### config.mk
export PLATFORM = sky130hd
export DESIGN_NAME = stepper_step_pulse_generator_core
export DESIGN_NICKNAME = d
export VERILOG_FILES = /design/src/sspg_pkg.sv /design/src/sspg_ctrl.sv /design/src/sspg_datapath.sv /design/src/stepper_step_pulse_generator_core.sv
export SDC_FILE = /design/constraint.sdc
export NUM_CORES = 1
export LEC_CHECK = 0
export BUFFER_PORTS_ARGS = -buffer_cell sky130_fd_sc_hd__buf_2
export CAP_MARGIN = 20
export CORE_MARGIN = 8
export CORE_UTILIZATION = 40
export DETAILED_ROUTE_END_ITERATION = 7
export PLACE_DENSITY = 0.64
export REMOVE_ABC_BUFFERS = 1
export SLEW_MARGIN = 20
export SYNTH_ARGS = -nofsm -noshare
export SYNTH_HDL_FRONTEND = slang
export SYNTH_HIERARCHICAL = 1
export SYNTH_SLANG_ARGS = --single-unit
### constraint.sdc
create_clock -name clk_i -period 6.05 [get_ports clk_i]
set_input_delay 0.3025 -clock clk_i [delete_from_list [all_inputs] [get_ports clk_i]]
set_output_delay 0.3025 -clock clk_i [all_outputs]
set_load 0.1 [all_outputs]
### src/sspg_pkg.sv
// Shared types and constants for the stepper step pulse generator.
package sspg_pkg;

  localparam int unsigned PeriodBitsDefault    = 16;
  localparam int unsigned SpeedFracBitsDefault = 4;

  localparam int unsigned BaseRate     = 500000;
  localparam int unsigned BaseRateBits = 19;
  localparam int unsigned SpeedW       = 24;
  localparam int unsigned StepW        = 32;
  localparam int unsigned PeriodOutW   = 16;
  localparam int unsigned OpW          = 2;

  typedef enum logic [OpW-1:0] {
    OP_TICK  = 2'd0,
    OP_SPEED = 2'd1,
    OP_STEPS = 2'd2
  } op_e;

  typedef enum logic [1:0] {
    ST_IDLE,
    ST_DIV,
    ST_COMMIT
  } state_e;

  typedef struct packed {
    logic tick;
    logic set_speed;
    logic set_steps;
    logic div_step;
    logic commit;
  } sspg_cmd_t;

  typedef struct packed {
    logic div_last;
  } sspg_status_t;

endpackage

### src/sspg_ctrl.sv
// Controller state machine: handshakes, division sequencing, result valid.
module sspg_ctrl import sspg_pkg::*; (
  input  logic               clk_i,
  input  logic               rst_ni,
  input  logic               in_valid_i,
  input  logic [OpW-1:0]     operation_i,
  output logic               in_ready_o,
  output logic               out_valid_o,
  input  logic               out_ready_i,
  output sspg_cmd_t          cmd_o,
  input  sspg_status_t       status_i
);

  state_e state_q, state_d;
  logic   out_valid_q, out_valid_d;
  logic   accept;
  logic   done_now;

  assign in_ready_o  = (state_q == ST_IDLE) && (!out_valid_q || out_ready_i);
  assign accept      = in_valid_i && in_ready_o;
  assign out_valid_o = out_valid_q;

  always_comb begin
    state_d = state_q;
    unique case (state_q)
      ST_IDLE: begin
        if (accept && (operation_i == OP_SPEED)) begin
          state_d = ST_DIV;
        end
      end
      ST_DIV: begin
        if (status_i.div_last) begin
          state_d = ST_COMMIT;
        end
      end
      ST_COMMIT: state_d = ST_IDLE;
      default:   state_d = ST_IDLE;
    endcase
  end

  always_comb begin
    cmd_o    = '0;
    done_now = 1'b0;
    unique case (state_q)
      ST_IDLE: begin
        if (accept) begin
          unique case (operation_i)
            OP_TICK:  cmd_o.tick      = 1'b1;
            OP_SPEED: cmd_o.set_speed = 1'b1;
            OP_STEPS: cmd_o.set_steps = 1'b1;
            default:  ;
          endcase
          // speed beats report only after the period is committed
          done_now = (operation_i != OP_SPEED);
        end
      end
      ST_DIV:    cmd_o.div_step = 1'b1;
      ST_COMMIT: begin
        cmd_o.commit = 1'b1;
        done_now     = 1'b1;
      end
      default: ;
    endcase
  end

  always_comb begin
    out_valid_d = out_valid_q;
    if (done_now) begin
      out_valid_d = 1'b1;
    end else if (out_ready_i) begin
      out_valid_d = 1'b0;
    end
  end

  always_ff @(posedge clk_i or negedge rst_ni) begin
    if (!rst_ni) begin
      state_q     <= ST_IDLE;
      out_valid_q <= 1'b0;
    end else begin
      state_q     <= state_d;
      out_valid_q <= out_valid_d;
    end
  end

endmodule

### src/sspg_datapath.sv
// Datapath: axis state, period counter, step count and serial period divider.
module sspg_datapath import sspg_pkg::*; #(
  parameter int unsigned PERIOD_BITS     = PeriodBitsDefault,
  parameter int unsigned SPEED_FRAC_BITS = SpeedFracBitsDefault
) (
  input  logic                   clk_i,
  input  logic                   rst_ni,
  input  sspg_cmd_t              cmd_i,
  output sspg_status_t           status_o,
  input  logic signed [SpeedW-1:0] speed_i,
  input  logic [StepW-1:0]       step_count_i,
  input  logic                   cfg_we_i,
  input  logic                   cfg_dir_invert_i,
  output logic                   step_pulse_o,
  output logic                   direction_o,
  output logic                   running_o,
  output logic [StepW-1:0]       steps_left_o,
  output logic [PeriodOutW-1:0]  period_value_o
);

  localparam int unsigned NumW  = BaseRateBits + SPEED_FRAC_BITS;
  localparam int unsigned WideW = (NumW > PERIOD_BITS) ? NumW : PERIOD_BITS;
  localparam int unsigned CntW  = $clog2(NumW);
  localparam logic [NumW-1:0]        DivNum    = NumW'(BaseRate) << SPEED_FRAC_BITS;
  localparam logic [PERIOD_BITS-1:0] PeriodMax = {PERIOD_BITS{1'b1}};

  logic [PERIOD_BITS-1:0] tick_cnt_q, tick_cnt_d;
  logic [PERIOD_BITS-1:0] period_q, period_d;
  logic [StepW-1:0]       steps_q, steps_d;
  logic                   run_q, run_d;
  logic                   dir_q, dir_d;
  logic                   dir_inv_q;

  logic [SpeedW-1:0]      mag_q, mag_d;
  logic                   zero_q, zero_d;
  logic [SpeedW-1:0]      rem_q, rem_d;
  logic [NumW-1:0]        num_q, num_d;
  logic [NumW-1:0]        quo_q, quo_d;
  logic [CntW-1:0]        div_cnt_q, div_cnt_d;

  logic [SpeedW-1:0]      mag_in;
  logic [SpeedW:0]        rem_sh;
  logic                   quo_bit;
  logic [WideW-1:0]       quo_wide;
  logic [PERIOD_BITS-1:0] cnt_next;

  assign mag_in  = speed_i[SpeedW-1] ? (~speed_i + 1'b1) : speed_i;
  assign rem_sh  = {rem_q, num_q[NumW-1]};
  assign quo_bit = (rem_sh >= {1'b0, mag_q});
  assign quo_wide = WideW'(quo_q);
  assign status_o.div_last = (div_cnt_q == CntW'(NumW - 1));

  // Reload at zero, otherwise count down.
  assign cnt_next = (tick_cnt_q == '0) ? period_q : tick_cnt_q - 1'b1;

  always_comb begin
    tick_cnt_d = tick_cnt_q;
    period_d   = period_q;
    steps_d    = steps_q;
    run_d      = run_q;
    dir_d      = dir_q;
    mag_d      = mag_q;
    zero_d     = zero_q;
    rem_d      = rem_q;
    num_d      = num_q;
    quo_d      = quo_q;
    div_cnt_d  = div_cnt_q;

    if (cmd_i.tick && run_q) begin
      tick_cnt_d = cnt_next;
      if (cnt_next == '0) begin
        if (steps_q == '0) begin
          run_d = 1'b0;
        end else begin
          steps_d = steps_q - 1'b1;
        end
      end
    end

    if (cmd_i.set_steps) begin
      steps_d = step_count_i;
    end

    if (cmd_i.set_speed) begin
      dir_d     = ~speed_i[SpeedW-1];
      run_d     = (mag_in != '0);
      zero_d    = (mag_in == '0);
      mag_d     = mag_in;
      rem_d     = '0;
      num_d     = DivNum;
      quo_d     = '0;
      div_cnt_d = '0;
    end

    if (cmd_i.div_step) begin
      rem_d     = quo_bit ? SpeedW'(rem_sh - {1'b0, mag_q}) : rem_sh[SpeedW-1:0];
      num_d     = num_q << 1;
      quo_d     = {quo_q[NumW-2:0], quo_bit};
      div_cnt_d = div_cnt_q + 1'b1;
    end

    if (cmd_i.commit) begin
      priority if (zero_q || (quo_wide > WideW'(PeriodMax))) begin
        period_d = PeriodMax;
      end else if (quo_q == '0) begin
        period_d = PERIOD_BITS'(1);
      end else begin
        period_d = PERIOD_BITS'(quo_wide);
      end
    end
  end

  always_ff @(posedge clk_i or negedge rst_ni) begin
    if (!rst_ni) begin
      tick_cnt_q <= '0;
      period_q   <= PeriodMax;
      steps_q    <= '0;
      run_q      <= 1'b0;
      dir_q      <= 1'b0;
      dir_inv_q  <= 1'b0;
    end else begin
      tick_cnt_q <= tick_cnt_d;
      period_q   <= period_d;
      steps_q    <= steps_d;
      run_q      <= run_d;
      dir_q      <= dir_d;
      if (cfg_we_i) begin
        dir_inv_q <= cfg_dir_invert_i;
      end
    end
  end

  always_ff @(posedge clk_i) begin
    mag_q     <= mag_d;
    zero_q    <= zero_d;
    rem_q     <= rem_d;
    num_q     <= num_d;
    quo_q     <= quo_d;
    div_cnt_q <= div_cnt_d;
  end

  assign step_pulse_o = run_q && (tick_cnt_q < (period_q >> 1));
  assign direction_o  = dir_q ^ dir_inv_q;
  assign running_o    = run_q;
  assign steps_left_o = steps_q;

  if (PERIOD_BITS >= PeriodOutW) begin : g_period_trunc
    assign period_value_o = period_q[PeriodOutW-1:0];
  end else begin : g_period_ext
    assign period_value_o = PeriodOutW'(period_q);
  end

endmodule

### src/stepper_step_pulse_generator_core.sv
// Top level of the stepper step and direction pulse generator.
// Step/direction generator for one stepper axis. Every input beat yields one
// result beat that reports the axis state after the beat is applied. Clock
// tick, set-steps and unused operation beats report in the next cycle, and a
// new beat is taken in the same cycle that the previous result is taken, so
// ticks stream at one per cycle while results are taken. A set-speed beat
// computes the period (500000 << SPEED_FRAC_BITS) / |speed| with a restoring
// divider that resolves one quotient bit per cycle: the input stalls through
// the divide and commit states, and the result appears once the period is
// committed. The period saturates at the PERIOD_BITS maximum, floors at 1,
// and a zero speed stops the counter. The step output is high while running
// and the down-counter is below half the period. dir_invert flips the
// direction pin polarity; write it only while the block is idle.
module stepper_step_pulse_generator_core import sspg_pkg::*; #(
  parameter int unsigned PERIOD_BITS     = PeriodBitsDefault,
  parameter int unsigned SPEED_FRAC_BITS = SpeedFracBitsDefault
) (
  input  logic                     clk_i,
  input  logic                     rst_ni,
  // input beats
  input  logic                     in_valid_i,
  output logic                     in_ready_o,
  input  logic [OpW-1:0]           operation_i,
  input  logic signed [SpeedW-1:0] speed_i,
  input  logic [StepW-1:0]         step_count_i,
  // result beats
  output logic                     out_valid_o,
  input  logic                     out_ready_i,
  output logic                     step_pulse_o,
  output logic                     direction_o,
  output logic                     running_o,
  output logic [StepW-1:0]         steps_left_o,
  output logic [PeriodOutW-1:0]    period_value_o,
  // configuration write
  input  logic                     cfg_valid_i,
  output logic                     cfg_ready_o,
  input  logic                     cfg_dir_invert_i
);

  sspg_cmd_t    cmd;
  sspg_status_t status;

  // Configuration is always accepted; it only touches the polarity bit.
  assign cfg_ready_o = 1'b1;

  sspg_ctrl u_ctrl (
    .clk_i       (clk_i),
    .rst_ni      (rst_ni),
    .in_valid_i  (in_valid_i),
    .operation_i (operation_i),
    .in_ready_o  (in_ready_o),
    .out_valid_o (out_valid_o),
    .out_ready_i (out_ready_i),
    .cmd_o       (cmd),
    .status_i    (status)
  );

  // Result fields read straight from the state registers: a new beat is
  // taken only when the pending result leaves, so the state holds with it.
  sspg_datapath #(
    .PERIOD_BITS     (PERIOD_BITS),
    .SPEED_FRAC_BITS (SPEED_FRAC_BITS)
  ) u_datapath (
    .clk_i            (clk_i),
    .rst_ni           (rst_ni),
    .cmd_i            (cmd),
    .status_o         (status),
    .speed_i          (speed_i),
    .step_count_i     (step_count_i),
    .cfg_we_i         (cfg_valid_i && cfg_ready_o),
    .cfg_dir_invert_i (cfg_dir_invert_i),
    .step_pulse_o     (step_pulse_o),
    .direction_o      (direction_o),
    .running_o        (running_o),
    .steps_left_o     (steps_left_o),
    .period_value_o   (period_value_o)
  );

  // Hold off input while a speed beat is in the divider.
  a_speed_stalls: assert property (@(posedge clk_i) disable iff (!rst_ni)
    (in_valid_i && in_ready_o && (operation_i == OP_SPEED)) |=> !in_ready_o)
    else $error("input accepted during period division");

  // Tick beats report in the next cycle.
  a_tick_reports: assert property (@(posedge clk_i) disable iff (!rst_ni)
    (in_valid_i && in_ready_o && (operation_i == OP_TICK)) |=> out_valid_o)
    else $error("tick beat did not produce a result");

  // A stopped axis never drives a step pulse.
  a_no_pulse_stopped: assert property (@(posedge clk_i) disable iff (!rst_ni)
    !running_o |-> !step_pulse_o)
    else $error("step pulse while stopped");

  // The period never reads zero.
  a_period_nonzero: assert property (@(posedge clk_i) disable iff (!rst_ni)
    period_value_o != '0)
    else $error("period register is zero");

endmodule
==> results.sh <==
export IMPL_start_util_pct=40.8
export IMPL_maxSlewViolCount=0
export IMPL_clock_path_buffers=2
export IMPL_drc_errors=0
export IMPL_drt_iter0_drc=587
export IMPL_netlist_area_um2=9610
export IMPL_worstPathRequired_ns=6.39
export IMPL_synthMuxAreaShare_pct=0.443
export IMPL_finalWeightedCongestion=0.846
export IMPL_fill_cells=2251
export IMPL_rows=56
export IMPL_first_pass_iters=5
export IMPL_cp_start_kind="flip-flop"
export IMPL_dieArea_um2=29200
export IMPL_violations="hold timing"
export IMPL_worstSetupPathType="flip-flop to flip-flop"
export IMPL_final_cells=1405
export IMPL_final_area_um2=11000
export IMPL_synth_main_ff_cell="edfxtp_1"
export IMPL_setup_tns_ns=0
export IMPL_grt_pass1_vias=7294
export IMPL_synth_distinct_cells=73
export IMPL_syn_avg_cell_area_um2=9.81
export IMPL_synthTopCellsByArea="edfxtp_1, dfrtp_1, ha_1, dfstp_2, xnor2_1"
export IMPL_core_area_um2=23500
export IMPL_ctsResizeCount=0
export IMPL_netlist_instances=980
export IMPL_rrSetupSlack_ns=2.13
export IMPL_synth_top_family_by_area="simple AND/OR/NAND/NOR gates"
export IMPL_die_w_um=171
export IMPL_drive_gt1_share_pct=18.0
export IMPL_max_freq_mhz=255
export IMPL_outcome="finished with violations"
export IMPL_hp_class="input pin to asynchronous set/reset pin"
export IMPL_cts_hold_buf=0
export IMPL_synth_top_cell_area_share_pct=28.4
export IMPL_port_buffers=116
export IMPL_hpwl_um=15600
export IMPL_wirelength_um=22100
export IMPL_ys_async_sr_fraction_pct=43.5
export IMPL_wl_per_cell_um=15.7
export IMPL_cellPowerDensity_nw_per_um2=580
export IMPL_rsz0062_at_grt="no"
export IMPL_diodes=0
export IMPL_postCtsSetupRepairBufs=0
export IMPL_cts_buffers=17
export IMPL_synth_edf_count=91
export IMPL_die_h_um=171
export IMPL_groute_usage_overall_pct=15.0
export IMPL_cp_data_arrival_time_ns=4.26
export IMPL_fin_crit_ns=3.92
export IMPL_vias=7556
export IMPL_synth_compound_area_share_pct=15.7
export IMPL_finalHoldWorstSlack_ns=-0.00905
export IMPL_synth_xor_area_share_pct=7.11
export IMPL_ios=118
export IMPL_peakVddDrop_v=0.000334
export IMPL_clock_latency_ns=0.42
export IMPL_ys_ff_latch=161
export IMPL_syn_to_final_growth_pct=14.6
export IMPL_htree_levels=4
export IMPL_grt_pass1_wl_um=36000
export IMPL_tightest_slew_ns=0.922
export IMPL_path_clk_slew_ns=0.07
export IMPL_skew_ns=0.00733
export IMPL_dp_cells=1373
export IMPL_synth_simple_area_share_pct=19.2
export IMPL_yosysWarnings=6
export IMPL_setup_violations=0
export IMPL_cts_tree="yes"
export IMPL_fin_ws_ns=2.13
export IMPL_nets=1182
export IMPL_cts_sinks=161
export IMPL_synth_adder_area_share_pct=5.94
export IMPL_drtAntennaViolNets=0
export IMPL_cp_max_fo=15
export IMPL_maxCapViolations=0
export IMPL_slew_headroom_pct=38.3
export IMPL_placed_cell_area_um2=10500
export IMPL_dp_slack_ns=2.23
export IMPL_yosysTopAreaCell="edfxtp_1"
export IMPL_clockRootBuffer="clkbuf_16"
export IMPL_period_share_pct=64.7
export IMPL_grt_overflow=0
export IMPL_cp_end_kind="flip-flop"
export IMPL_p_leak_nw=4.47
export IMPL_hold_violations=4
export IMPL_antenna_found_initial=0
export IMPL_seq_area_frac_synth_pct=46.9
export IMPL_grt_max_degree=71
export IMPL_via_per_inst=5.38
-- cell families (layout without fill, tap and decap cells) --
family / Yosys count / after routing
multiplexers: 4 / 4
XOR/XNOR: 78 / 78
buffers and inverters: 113 / 219
adder cells (fa/ha/maj): 45 / 45
other: 1 / 1
flip-flops: 161 / 161
AND/OR/NAND/NOR: 350 / 350
AO/OA/AOI/OAI: 228 / 228
-- power breakdown --
part | switching (W) | total, W | internal, W
registers | 0.000367 | 0.00214 | 0.00177
clock network | 0.000455 | 0.000986 | 0.000531
logic | 0.00240 | 0.00326 | 0.000867
total | 0.00322 | 0.00639 | 0.00317
-- registers in the layout, summed over array words and instances (netlist names) --
signal and count:
u_datapath/div_cnt_q 5, u_datapath/rem_q 24, u_datapath/mag_q 24, u_datapath/tick_cnt_q 16, u_ctrl/state_q 2, u_datapath/num_q 14, u_ctrl/out_valid_o 1, u_datapath/steps_left_o 32
u_datapath/dir_inv_q 1, u_datapath/dir_q 1, u_datapath/running_o 1, u_datapath/zero_q 1, u_datapath/quo_q 23, u_datapath/period_value_o 16
-- synth_stat cells (3+ instances only) --
cell and instances:
a22oi_1 6, or3_1 17, nor4_1 16, a31oi_1 8, a41o_1 3, xor2_1 37
o22a_1 19, buf_1 6, o21a_1 6, nor2_1 54, or2_2 5, nand3_1 47
inv_1 63, or4_1 10, and2_1 31, o21bai_1 3, nand2b_1 18, xnor2_1 41
o31a_1 3, and4b_1 3, nand2_1 85, ha_1 44, o21ai_0 65, o41ai_1 4
buf_2 5, a211o_1 3, nand4_1 8, nand4b_1 3, o31ai_1 27, edfxtp_1 91
a211oi_1 6, dfstp_2 16, or3b_1 3, dfrtp_1 54, a21oi_1 41, o21ai_1 4
nand3b_1 8, nor2b_1 5, clkbuf_1 35, a21o_1 11, nor3_1 23
-- layer usage --
metal	up-vias	track usage (%)	share of wire, %
met5	-	0	0
met4	0	4.80	1.4
met3	30	2.65	5.4
met2	194	24.3	46
met1	3601	20.2	48
li1	3731	-	-
-- through the flow --
step | hold slack [ns] | util (%) | total power [W]
CTS | 0.0385 | 46.8 | 0.00644
global route | 0.0745 | 46.8 | 0.00678
finish | -0.00905 | 46.8 | 0.00639
detailed placement | 0.496 | 44.5 | 0.00542
floorplan | 0.00691 | - | 0.00472
global placement | 0.484 | 44.5 | 0.00539
-- cells in the final DEF, fill, tap and decap left out, types with 4 or more instances in the layout --
| cell | n |
|---|---|
| a211oi_1 | 6 |
| a21o_1 | 11 |
| a21oi_1 | 41 |
| a22oi_1 | 6 |
| a31oi_1 | 7 |
| and2_1 | 31 |
| buf_2 | 115 |
| buf_4 | 9 |
| clkbuf_16 | 17 |
| dfrtp_1 | 54 |
| dfstp_2 | 16 |
| edfxtp_1 | 91 |
| ha_1 | 44 |
| inv_1 | 63 |
| inv_6 | 4 |
| nand2_1 | 84 |
| nand2b_1 | 18 |
| nand3_1 | 47 |
| nand3b_1 | 8 |
| nand4_1 | 8 |
| nor2_1 | 54 |
| nor2b_1 | 4 |
| nor3_1 | 21 |
| nor4_1 | 16 |
| o21a_1 | 6 |
| o21ai_0 | 65 |
| o21ai_1 | 4 |
| o22a_1 | 19 |
| o31ai_1 | 27 |
| o41ai_1 | 4 |
| or2_2 | 5 |
| or3_1 | 17 |
| or4_1 | 10 |
| xnor2_1 | 41 |
| xor2_1 | 37 |
-- critical path, stage by stage (launching register included) --
cell and delay (ns):
dfrtp_1 0.44, inv_1 0.13, ha_1 0.25, nor3b_1 0.74, nand3_1 0.24, nand2_1 0.13
a41oi_1 0.16, or3_1 0.53, nor2_2 0.59, nand2_1 0.13, or3_1 0.33, a31oi_1 0.17
-- path summary, 6_finish.rpt --
| kind | start | end | cells past startpoint |
|---|---|---|---|
| hold / removal | rst_ni | u_datapath/tick_cnt_q[5] | 1 |
| hold reg to reg | u_datapath/num_q[19] | u_datapath/num_q[20] | 1 |
| max in group asynchronous | rst_ni | u_datapath/dir_inv_q | 1 |
| setup reg to reg | u_datapath/tick_cnt_q[0] | u_datapath/steps_left_o[22] | 11 |
| min in group clk_i | step_count_i[7] | u_datapath/steps_left_o[7] | 3 |
| setup / recovery | u_datapath/tick_cnt_q[0] | u_datapath/steps_left_o[22] | 11 |
-- cell type report --
type / instances / area, um2 / area share [%]
multi-input combinational: 706 / 4690 / 42.6
clock inverter: 14 / 109 / 0.989
tap: 319 / 399 / 3.63
clock buffer: 18 / 429 / 3.90
timing repair buffer: 124 / 643 / 5.84
sequential: 161 / 4500 / 40.9
inverter: 63 / 236 / 2.15
No activity file was read; power rests on OpenSTA's default activity.
